==> src/design/powm_pkg.sv <==
// Shared types and constants for the pulse oximetry window monitor.
`default_nettype none
package powm_pkg;
  localparam int WINDOW_DEF = 100;
  localparam int SAMPLE_BITS_DEF = 18;

  typedef enum logic [2:0] {
    CFG_SPO2_FLOOR = 3'd0,
    CFG_HR_MIN = 3'd1,
    CFG_HR_MAX = 3'd2,
    CFG_FINGER_LEVEL = 3'd3,
    CFG_MIN_PEAK_GAP = 3'd4,
    CFG_BPM_PER_PEAK = 3'd5
  } cfg_index_t;

  typedef enum logic [3:0] {
    ST_IDLE,
    ST_SUM_RD,
    ST_SUM,
    ST_MEAN,
    ST_DIV,
    ST_PEAK_RD,
    ST_PEAK,
    ST_HR,
    ST_DONE,
    ST_SHIFT
  } state_t;
endpackage
`default_nettype wire

==> src/design/powm_ram.sv <==
// Generic simple dual-port RAM (one write port, one read port) with registered read.
`default_nettype none
module powm_ram #(
  parameter int WIDTH = 18,
  parameter int DEPTH = 100
) (
  input  wire logic                     clk,
  input  wire logic                     we,
  input  wire logic [$clog2(DEPTH)-1:0] waddr,
  input  wire logic [WIDTH-1:0]         wdata,
  input  wire logic [$clog2(DEPTH)-1:0] raddr,
  output logic      [WIDTH-1:0]         rdata
);
  logic [WIDTH-1:0] mem [DEPTH];

  always_ff @(posedge clk) begin
    if (we) mem[waddr] <= wdata;
    rdata <= mem[raddr];
  end
endmodule
`default_nettype wire

==> src/design/powm_divider.sv <==
// Restoring divider, one quotient bit per cycle.
`default_nettype none
module powm_divider #(
  parameter int W = 40
) (
  input  wire logic         clk,
  input  wire logic         rst,
  input  wire logic         start,
  input  wire logic [W-1:0] dividend,
  input  wire logic [W-1:0] divisor,
  output logic              busy,
  output logic      [W-1:0] quotient
);
  localparam int CW = $clog2(W + 1);
  logic [W-1:0] rem;
  logic [W-1:0] dsr;
  logic [W-1:0] num;
  logic [CW-1:0] cnt;
  logic [W:0] trial;

  assign trial = {rem, num[W-1]} - {1'b0, dsr};

  // On start, load the operands; while busy, shift one dividend bit into the remainder and try the subtraction.
  always_ff @(posedge clk) begin
    if (rst) begin
      busy <= 1'b0;
      cnt <= '0;
    end else if (start) begin
      busy <= 1'b1;
      cnt <= CW'(W);
      rem <= '0;
      num <= dividend;
      dsr <= divisor;
      quotient <= '0;
    end else if (busy) begin
      if (!trial[W]) rem <= trial[W-1:0];
      else rem <= {rem[W-2:0], num[W-1]};
      num <= {num[W-2:0], 1'b0};
      quotient <= {quotient[W-2:0], ~trial[W]};
      cnt <= cnt - 1'b1;
      if (cnt == CW'(1)) busy <= 1'b0;
    end
  end
endmodule
`default_nettype wire

==> src/design/pulse_oximetry_window_monitor.sv <==
// A push holds in_ready low for one cycle (pair written at the oldest slot); an
// evaluate sums both windows, forms the mean from MCH reciprocal chunks, runs the
// DW-bit divider and scans the infrared window for peaks before raising out_valid.
// One request at a time; a finished result may wait in the output registers while
// the next request runs, and an evaluate holds before its write-back until it is taken.
// Synchronous reset restores the control and limit registers and clears the windows in a clearing pass.
`default_nettype none
module pulse_oximetry_window_monitor #(
  parameter int WINDOW = powm_pkg::WINDOW_DEF,
  parameter int SAMPLE_BITS = powm_pkg::SAMPLE_BITS_DEF
) (
  input  wire logic        clk,
  input  wire logic        rst,
  input  wire logic        in_valid,
  output logic             in_ready,
  input  wire logic        req_type,
  input  wire logic [17:0] red_sample,
  input  wire logic [17:0] ir_sample,
  output logic             out_valid,
  input  wire logic        out_ready,
  output logic      [6:0]  spo2_value,
  output logic      [13:0] heart_rate,
  output logic      [17:0] average_ir,
  output logic             finger_present,
  output logic             alarm,
  input  wire logic        cfg_valid,
  output logic             cfg_ready,
  input  wire logic [2:0]  cfg_index,
  input  wire logic [31:0] cfg_data
);
  localparam int AW = $clog2(WINDOW);
  localparam int SB = SAMPLE_BITS;
  localparam int SUMW = SB + $clog2(WINDOW + 1);
  localparam int DW = SUMW + 5;
  localparam int PCW = $clog2(WINDOW + 1);
  localparam int GW = (AW + 1 > 8) ? AW + 1 : 8;
  localparam int FW = (SUMW > 18) ? SUMW : 18;
  // Mean by reciprocal multiplication, 16 bits of the reciprocal per cycle.
  localparam int SH = SUMW + $clog2(WINDOW);
  localparam int MW = SUMW + 1;
  localparam int MCH = (MW + 15) / 16;
  localparam int KW = (MCH > 1) ? $clog2(MCH) : 1;
  localparam int PW = SUMW + 16 * MCH;
  localparam longint unsigned RECIP = ((64'd1 << SH) + 64'(WINDOW) - 64'd1) / 64'(WINDOW);
  localparam logic [16*MCH-1:0] RECIP_V = (16*MCH)'(RECIP);

  // Configuration registers.
  logic [6:0] spo2_floor;
  logic [13:0] hr_min, hr_max;
  logic [17:0] finger_level;
  logic [7:0] min_peak_gap, bpm_per_peak;

  assign cfg_ready = 1'b1;
  always_ff @(posedge clk) begin
    if (rst) begin
      spo2_floor <= 7'd90;
      hr_min <= 14'd40;
      hr_max <= 14'd130;
      finger_level <= 18'd10000;
      min_peak_gap <= 8'd25;
      bpm_per_peak <= 8'd60;
    end else if (cfg_valid) begin
      case (cfg_index)
        powm_pkg::CFG_SPO2_FLOOR: spo2_floor <= cfg_data[6:0];
        powm_pkg::CFG_HR_MIN: hr_min <= cfg_data[13:0];
        powm_pkg::CFG_HR_MAX: hr_max <= cfg_data[13:0];
        powm_pkg::CFG_FINGER_LEVEL: finger_level <= cfg_data[17:0];
        powm_pkg::CFG_MIN_PEAK_GAP: min_peak_gap <= cfg_data[7:0];
        powm_pkg::CFG_BPM_PER_PEAK: bpm_per_peak <= cfg_data[7:0];
        default: ;
      endcase
    end
  end

  // Windows are circular buffers; head is the oldest entry.
  powm_pkg::state_t state, state_next;
  logic [AW-1:0] head, raddr, waddr, addr_idx;
  logic [AW:0] idx;
  logic we, clearing;
  logic [SB-1:0] red_q, ir_q, red_w, ir_w, ir_in, red_in;
  logic [SUMW-1:0] red_sum, ir_sum, mean;
  logic [PCW-1:0] peaks;
  logic [AW:0] last;
  logic have_last;
  logic [SB-1:0] prev2, prev1;
  logic [SB-1:0] ir_hold, red_hold;
  logic div_start, div_busy, div_phase;
  logic [DW-1:0] div_num, div_den, div_q;
  logic [6:0] spo2_r;
  logic [KW-1:0] mul_k;
  logic [15:0] mul_chunk;
  logic [SUMW+15:0] mul_part;
  logic [PW-1:0] acc;
  logic hr_go;

  assign ir_in = SB'(ir_sample);
  assign red_in = SB'(red_sample);

  function automatic logic [AW-1:0] wrap(input logic [AW-1:0] h, input logic [AW:0] o);
    logic [AW+1:0] s;
    s = {2'b0, h} + {1'b0, o};
    if (s >= (AW+2)'(WINDOW)) s = s - (AW+2)'(WINDOW);
    return s[AW-1:0];
  endfunction

  assign addr_idx = wrap(head, idx);
  assign raddr = addr_idx;

  powm_ram #(.WIDTH(SB), .DEPTH(WINDOW)) u_red (
    .clk, .we, .waddr, .wdata(red_w), .raddr, .rdata(red_q));
  powm_ram #(.WIDTH(SB), .DEPTH(WINDOW)) u_ir (
    .clk, .we, .waddr, .wdata(ir_w), .raddr, .rdata(ir_q));

  powm_divider #(.W(DW)) u_div (
    .clk, .rst, .start(div_start), .dividend(div_num), .divisor(div_den),
    .busy(div_busy), .quotient(div_q));

  // Write port: clearing pass or push of a new pair at the oldest slot.
  always_comb begin
    we = 1'b0;
    waddr = head;
    red_w = red_hold;
    ir_w = ir_hold;
    if (clearing) begin
      we = 1'b1;
      waddr = idx[AW-1:0];
      red_w = '0;
      ir_w = '0;
    end else if (state == powm_pkg::ST_SHIFT) begin
      we = 1'b1;
    end
  end

  assign in_ready = (state == powm_pkg::ST_IDLE) && !clearing;

  // The result registers are free once the pending result is taken.
  assign hr_go = !out_valid || out_ready;

  always_ff @(posedge clk) begin
    if (rst) state <= powm_pkg::ST_IDLE;
    else state <= state_next;
  end

  logic [AW:0] gap_d;
  logic peak_hit;
  assign gap_d = idx - 2'd2 - last;
  assign peak_hit = ({{(SUMW-SB){1'b0}}, prev1} > mean) && (prev1 > prev2) && (prev1 > ir_q);

  always_comb begin
    state_next = state;
    div_start = 1'b0;
    case (state)
      powm_pkg::ST_IDLE:
        if (in_valid && in_ready) state_next = req_type ? powm_pkg::ST_SUM_RD
                                                        : powm_pkg::ST_SHIFT;
      powm_pkg::ST_SHIFT: state_next = powm_pkg::ST_IDLE;
      powm_pkg::ST_SUM_RD: state_next = powm_pkg::ST_SUM;
      powm_pkg::ST_SUM:
        if (idx == (AW+1)'(WINDOW)) state_next = powm_pkg::ST_MEAN;
      powm_pkg::ST_MEAN:
        if (mul_k == '0) begin
          state_next = powm_pkg::ST_DIV;
          div_start = 1'b1;
        end
      powm_pkg::ST_DIV:
        if (!div_busy && div_phase) state_next = powm_pkg::ST_PEAK_RD;
      powm_pkg::ST_PEAK_RD: state_next = powm_pkg::ST_PEAK;
      powm_pkg::ST_PEAK:
        if (idx == (AW+1)'(WINDOW)) state_next = powm_pkg::ST_HR;
      powm_pkg::ST_HR:
        if (hr_go) state_next = powm_pkg::ST_DONE;
      powm_pkg::ST_DONE: state_next = powm_pkg::ST_IDLE;
      default: state_next = powm_pkg::ST_IDLE;
    endcase
  end

  // Oxygen ratio: ceil(25*R/I) as floor((25*R + I - 1) / I).
  assign div_num = (DW'(red_sum) << 4) + (DW'(red_sum) << 3) + DW'(red_sum)
                   + DW'(ir_sum) - DW'(1);
  assign div_den = DW'(ir_sum);

  // Mean: infrared sum times the scaled reciprocal of WINDOW, top chunk first.
  assign mul_chunk = RECIP_V[16*mul_k +: 16];
  assign mul_part = (SUMW+16)'(ir_sum) * (SUMW+16)'(mul_chunk);
  assign mean = SUMW'(acc >> SH);

  logic [PCW+7:0] hr_full;
  logic [13:0] hr_sat;
  assign hr_full = peaks * bpm_per_peak;
  assign hr_sat = (hr_full > (PCW+8)'(16383)) ? 14'd16383 : 14'(hr_full);

  // Datapath sequencing.
  always_ff @(posedge clk) begin
    if (rst) begin
      clearing <= 1'b1;
      idx <= '0;
      head <= '0;
      out_valid <= 1'b0;
      div_phase <= 1'b0;
    end else begin
      if (clearing) begin
        idx <= idx + 1'b1;
        if (idx == (AW+1)'(WINDOW - 1)) begin
          clearing <= 1'b0;
          idx <= '0;
        end
      end
      if (out_valid && out_ready) out_valid <= 1'b0;
      case (state)
        powm_pkg::ST_IDLE:
          if (in_valid && in_ready) begin
            red_hold <= red_in;
            ir_hold <= ir_in;
            idx <= '0;
            red_sum <= '0;
            ir_sum <= '0;
          end
        powm_pkg::ST_SHIFT: head <= wrap(head, (AW+1)'(1));
        powm_pkg::ST_SUM_RD: idx <= idx + 1'b1;
        powm_pkg::ST_SUM: begin
          red_sum <= red_sum + SUMW'(red_q);
          ir_sum <= ir_sum + SUMW'(ir_q);
          if (idx != (AW+1)'(WINDOW)) idx <= idx + 1'b1;
          else begin
            mul_k <= KW'(MCH - 1);
            acc <= '0;
          end
        end
        powm_pkg::ST_MEAN: begin
          acc <= (acc << 16) + PW'(mul_part);
          if (mul_k != '0) mul_k <= mul_k - 1'b1;
        end
        powm_pkg::ST_DIV: begin
          if (!div_phase) div_phase <= 1'b1;
          else if (!div_busy) begin
            div_phase <= 1'b0;
            if (ir_sum == '0 || div_q >= DW'(110)) spo2_r <= 7'd0;
            else if (div_q < DW'(10)) spo2_r <= 7'd100;
            else spo2_r <= 7'(DW'(110) - div_q);
            idx <= '0;
            peaks <= '0;
            have_last <= 1'b0;
            last <= '0;
          end
        end
        powm_pkg::ST_PEAK_RD: idx <= idx + 1'b1;
        powm_pkg::ST_PEAK: begin
          prev2 <= prev1;
          prev1 <= ir_q;
          // Entry idx-2 is the candidate once two reads are in.
          if (idx >= (AW+1)'(3) && peak_hit &&
              (!have_last || GW'(gap_d) > GW'(min_peak_gap))) begin
            peaks <= peaks + 1'b1;
            last <= idx - 2'd2;
            have_last <= 1'b1;
          end
          if (idx != (AW+1)'(WINDOW)) idx <= idx + 1'b1;
        end
        powm_pkg::ST_HR:
          if (hr_go) begin
            spo2_value <= spo2_r;
            average_ir <= (FW'(mean) > FW'(262143)) ? 18'h3FFFF : 18'(mean);
            if (FW'(mean) >= FW'(finger_level)) begin
              finger_present <= 1'b1;
              heart_rate <= hr_sat;
              alarm <= (spo2_r < spo2_floor) || (hr_sat < hr_min) || (hr_sat > hr_max);
            end else begin
              finger_present <= 1'b0;
              heart_rate <= '0;
              alarm <= 1'b0;
            end
          end
        powm_pkg::ST_DONE: out_valid <= 1'b1;
        default: ;
      endcase
    end
  end

  // Checks on sequencing.
  assert property (@(posedge clk) disable iff (rst) (in_valid && in_ready) |=> !in_ready)
    else $error("second request taken while one is in work");
  assert property (@(posedge clk) disable iff (rst) clearing |-> !in_ready)
    else $error("input taken during clearing pass");
  assert property (@(posedge clk) disable iff (rst)
    (out_valid && !out_ready) |=> out_valid && $stable(spo2_value) && $stable(heart_rate))
    else $error("result dropped or changed while stalled");
endmodule
`default_nettype wire

==> config.mk <==
export PLATFORM = sky130hd
export DESIGN_NAME = pulse_oximetry_window_monitor
export DESIGN_NICKNAME = d
export VERILOG_FILES = /design/src/design/powm_pkg.sv /design/src/design/powm_ram.sv /design/src/design/powm_divider.sv /design/src/design/pulse_oximetry_window_monitor.sv
export SDC_FILE = /design/constraint.sdc
export NUM_CORES = 2
export LEC_CHECK = 0
export ABC_AREA = 0
export BUFFER_PORTS_ARGS = -buffer_cell sky130_fd_sc_hd__buf_2
export CORE_AREA = 2 2 490 735
export CTS_CLUSTER_DIAMETER = 150
export CTS_CLUSTER_SIZE = 28
export DETAILED_ROUTE_END_ITERATION = 8
export DIE_AREA = 0 0 492 737
export PLACE_DENSITY_LB_ADDON = 0.12
export SETUP_SLACK_MARGIN = 0.3
export SLEW_MARGIN = 25
export SYNTH_ARGS = -nofsm -noshare
export SYNTH_HDL_FRONTEND = slang
export SYNTH_SLANG_ARGS = --single-unit
==> constraint.sdc <==
create_clock -name clk -period 7.2 [get_ports clk]
set_input_delay 1.44 -clock clk [delete_from_list [all_inputs] [get_ports clk]]
set_output_delay 1.44 -clock clk [all_outputs]
set_load 0.005 [all_outputs]
==> report_table.html <==
<table>
<tr><th>Metric</th><th>Value</th></tr>
<tr><th colspan="2">CTS</th></tr>
<tr><td>Cts bufs inserted</td><td>about 170</td></tr>
<tr><td>CTS HTree Levels</td><td>4</td></tr>
<tr><td>Clock tree sinks</td><td>4,092</td></tr>
<tr><td>CTS tree</td><td>built</td></tr>
<tr><td>Post-CTS Hold Buffers</td><td>0</td></tr>
<tr><td>Root Driver</td><td>clkbuf_16</td></tr>
<tr><td>Clock tree buffer depth</td><td>4</td></tr>
<tr><td>Clock-pin slew reported for the worst setup and hold paths after clock tree synthesis</td><td>120 ps</td></tr>
<tr><td>Clk_lat worst skew</td><td>around 950 ps</td></tr>
<tr><th colspan="2">Routing</th></tr>
<tr><td>Remaining number of nets flagged by the antenna check after routing</td><td>0</td></tr>
<tr><td>Number of violations reported at the end of detailed-routing iteration 0</td><td>8,814</td></tr>
<tr><td>Initial DRT Pass Iterations</td><td>6</td></tr>
<tr><td>Avg Vias per Cell</td><td>approximately 6.1</td></tr>
<tr><td>DRC viols</td><td>0</td></tr>
<tr><td>Post-Route WL</td><td>roughly 470,000 um</td></tr>
<tr><td>Total vias in the final route</td><td>between 80,000 and 90,000</td></tr>
<tr><td>Average routed wire per standard cell</td><td>about 32 um</td></tr>
<tr><th colspan="2">Timing</th></tr>
<tr><td>Count of final hold-check violations</td><td>0</td></tr>
<tr><td>Actual slew at the worst max-slew pin</td><td>~1200 ps</td></tr>
<tr><td>Final worst-path cycle share</td><td>0.9334</td></tr>
<tr><td>Summed negative setup slack over all endpoints</td><td>0 ps</td></tr>
<tr><td>Fmax achieved</td><td>148.8 MHz</td></tr>
<tr><td>Final-report max-slew violation count</td><td>0</td></tr>
<tr><td>Worst Skew</td><td>96.68 ps</td></tr>
<tr><td>Final number of setup-violating endpoints</td><td>0</td></tr>
<tr><td>Unrepaired setup endpoints after global routing</td><td>true</td></tr>
<tr><td>Worst-case headroom to the max-slew limit</td><td>0.1694</td></tr>
<tr><td>Crit path setup slack, layout</td><td>roughly 480 ps</td></tr>
<tr><td>Tmin final</td><td>slightly below 7000 ps</td></tr>
<tr><th colspan="2">Placement</th></tr>
<tr><td>Number of port buffers</td><td>roughly 110</td></tr>
<tr><td>Pre-CTS worst setup slack</td><td>94.38 ps</td></tr>
<tr><td>Weighted congestion reported at the end of routability-driven placement</td><td>0.9040</td></tr>
<tr><td>Placed cell area</td><td>between 0.15 and 0.2 mm^2</td></tr>
<tr><td># placed instances</td><td>14,460</td></tr>
<tr><td>DP Wirelength</td><td>about 300,000 um</td></tr>
<tr><th colspan="2">Cells and area</th></tr>
<tr><td>Final instance area</td><td>roughly 0.19 mm^2</td></tr>
<tr><td>Number of nets in the layout</td><td>around 11,000</td></tr>
<tr><td>Finished Layout Cells</td><td>about 15,000</td></tr>
<tr><td>Fillers</td><td>28,020</td></tr>
<tr><td>Layout cells sized above 1</td><td>0.1896</td></tr>
<tr><td>Synthesis-to-layout area growth</td><td>7.912%</td></tr>
<tr><td>Multi-input combinational cell area</td><td>0.05323 mm^2</td></tr>
<tr><td>Sequential cell area</td><td>0.1216 mm^2</td></tr>
<tr><th colspan="2">Worst setup path</th></tr>
<tr><td>Data arrival, critical path</td><td>7480 ps</td></tr>
<tr><td>CP Data Required Time</td><td>7960 ps</td></tr>
<tr><td>Nature of the critical path endpoint</td><td>register</td></tr>
<tr><td>Crit-path max FO</td><td>15</td></tr>
<tr><td>Worst Path Class, Setup</td><td>reg -&gt; reg</td></tr>
<tr><td>Startpoint type of the worst setup path</td><td>register</td></tr>
<tr><th colspan="2">Yosys</th></tr>
<tr><td>Net count after synthesis</td><td>10,490</td></tr>
<tr><td>Ys async rst share</td><td>0</td></tr>
<tr><td>Ranking of synthesized cells by area</td><td>edfxtp_1 67%, mux4_2 12%, ha_1 3.4%</td></tr>
<tr><td>Count of warnings emitted by yosys</td><td>0</td></tr>
<tr><td>Mapped Area</td><td>0.1775 mm^2</td></tr>
<tr><td>Number of instances in the synthesized netlist</td><td>a little under 10,000</td></tr>
<tr><td>Cell type with the highest aggregate area in the netlist</td><td>edfxtp_1</td></tr>
<tr><td>Syn_area_per_cell</td><td>18.42 um^2</td></tr>
<tr><td>Predominant post-synthesis flop cell</td><td>edfxtp_1</td></tr>
<tr><td>Synth top area share</td><td>0.6699</td></tr>
<tr><td>Sequential element share of the synthesized area</td><td>0.6849</td></tr>
<tr><td>Synthesis-stage register bit count</td><td>4,092</td></tr>
<tr><td>Netlist cell types</td><td>87</td></tr>
<tr><td>Count of flip-flops with a built-in enable after synthesis</td><td>3,959</td></tr>
<tr><th colspan="2">Pwr</th></tr>
<tr><td>Share of total power consumed by net switching</td><td>0.2187</td></tr>
<tr><td>Clock share of power</td><td>0.288</td></tr>
<tr><td>Power density over the cells</td><td>209.1 mW/mm^2</td></tr>
<tr><td>Design Power</td><td>0.04005 W</td></tr>
<tr><td>Reg power frac</td><td>0.647</td></tr>
<tr><td>Internal power</td><td>0.03129 W</td></tr>
<tr><td>Leakage power</td><td>65.68 nW</td></tr>
<tr><td>Combinational group share of total power</td><td>0.066</td></tr>
<tr><td>Net load switching power</td><td>0.008758 W</td></tr>
<tr><td>VDD IR max</td><td>0.0001987 V</td></tr>
<tr><th colspan="2">Die</th></tr>
<tr><td>Die area</td><td>about 0.36 mm^2</td></tr>
<tr><td>Initial core utilization</td><td>0.4974</td></tr>
<tr><td>Number of top-level pins</td><td>121</td></tr>
<tr><td>Core region area</td><td>0.3568 mm^2</td></tr>
<tr><td>Standard-cell row count</td><td>269</td></tr>
<tr><td>Die outline height</td><td>737 um</td></tr>
<tr><td>Chip Width</td><td>492 um</td></tr>
<tr><th colspan="2">Global routing</th></tr>
<tr><td>Largest net degree at the start of global routing</td><td>130</td></tr>
<tr><td>All-Layer GR Usage</td><td>0.2574</td></tr>
<tr><td>Overall overflow remaining after global route</td><td>0</td></tr>
<tr><td>Number of global-route vias before repair</td><td>92,700</td></tr>
<tr><td>Antenna violations before repair</td><td>17</td></tr>
<tr><td>Wire length of the first global-routing pass</td><td>around 670,000 um</td></tr>
<tr><th colspan="2">Job</th></tr>
<tr><td>Max-cap violations</td><td>0</td></tr>
<tr><th colspan="2">Hold path</th></tr>
<tr><td>Path type of the worst min-delay path</td><td>reg -&gt; reg</td></tr>
<tr><th colspan="2">Status</th></tr>
<tr><td>Run status</td><td>completed</td></tr>
</table>
[placed cells by master, fill, tap and decap left out, types with 214 or more instances in the layout]
cell type / instances
a21oi_1: 214
buf_4: 354
edfxtp_1: 3959
fa_1: 298
ha_1: 477
inv_1: 588
mux2i_1: 561
mux4_2: 936
nand2_1: 335
nor2_1: 286
[layer usage]
| metal | wire (um) | part of all wire | track usage |
|---|---|---|---|
| met5 | 0 | 0 | 0 |
| met4 | 22650 | 0.048 | 0.1065 |
| met3 | 24360 | 0.052 | 0.02667 |
| met2 | 245900 | 0.52 | 0.4612 |
| met1 | 176000 | 0.38 | 0.3193 |
[cell families after synthesis]
logic type,share of synthesized area
AOI/OAI and AO/OA,0.02818
xor gates and xnor gates,0.008292
adders and majority gates,0.06790
buffers and inverters,0.02256
DFF,0.6849
muxes,0.1509
other,0.00002113
and+or+nand+nor,0.03716
[worst paths after layout]
check / startpoint / end / slack (ps) / cells after the start
setup / recovery: mul_k / acc[56] / 480 / 24
hold / removal: spo2_floor[2] / spo2_floor[2] / 470 / 2
setup reg to reg: mul_k / acc[56] / 480 / 24
hold reg to reg: spo2_floor[2] / spo2_floor[2] / 470 / 2
[synth_stat cells (82+ instances only)]
cell type,number
edfxtp_1,3959
mux4_2,936
inv_1,589
mux2i_1,563
ha_1,483
nor2_1,392
nand2_1,336
clkbuf_1,306
fa_1,300
a21oi_1,217
o21ai_0,136
dfxtp_1,133
and2_1,114
o22ai_1,114
nor2b_1,88
xnor2_1,87
nand3_1,82
[final cells by class]
cell class | count | area share
flip-flops and latches | 4092 | 0.6348
clock buffers | 206 | 0.02325
multi-input cells | 4554 | 0.2780
well taps | 4742 | 0.03098
inverters | 591 | 0.01158
repair buffers | 498 | 0.02078
diodes | 13 | 0.0001699
clock inverters | 6 | 0.0004639
[power by group through the flow]
stage          Sequential, W  Clock [W]  Combinational, W
2_1_floorplan         0.0264          0           0.00175
3_3_place_gp          0.0264          0           0.00264
3_5_place_dp          0.0264          0           0.00266
4_1_cts               0.0259     0.0118           0.00267
5_1_grt               0.0259     0.0125           0.00283
6_report              0.0259     0.0115           0.00264
[worst max-delay path, cell delays in order, from the launching register on]
cell and delay [ps]:
edfxtp_1 420, buf_4 170, buf_12 150, and2_2 230, fa_1 480, ha_1 330
fa_1 520, inv_1 60, fa_1 550, fa_1 500, fa_1 590, inv_1 60
ha_2 380, nand4_1 130, nor2_1 210, a31oi_1 130, o311a_1 140, inv_1 90
a211oi_2 70, buf_4 150, o221ai_2 230, a21oi_1 120, buf_4 200, or4_1 480
a21oi_1 150
[stage by stage]
step / hold slack [ps] / util
3_3_place_gp: 428.4 / 0.5224
2_1_floorplan: 416.8 / -
4_1_cts: 467.8 / 0.5357
6_report: 466.8 / 0.5368
5_1_grt: 484.7 / 0.5367
3_5_place_dp: 441.0 / 0.5229
[state kept, by name, summed over array words and instances, names as in the netlist, 14 cells and up]
register,flops
hr_min,14
u_red.rdata,18
u_div.dsr,25
finger_level,18
u_div.num,30
ir_hold,18
u_div.rem,30
u_ir.mem,1800
heart_rate,14
prev2,18
hr_max,14
acc,57
u_ir.rdata,18
prev1,18
u_red.mem,1800
red_sum,25
red_hold,18
u_div.quotient,30
average_ir,18
ir_sum,25
[repair_timing]
| action | 4_1_cts | 5_1_grt |
|---|---|---|
| buffers inserted | 1 | 8 |
| pin swaps | 0 | 4 |
| gates cloned | 0 | 2 |
| resized for setup | 9 | 38 |
| hold endpoints to repair | 0 | 0 |
| setup endpoints to repair | 18 | 24 |
(Power assumes the default switching activity.)
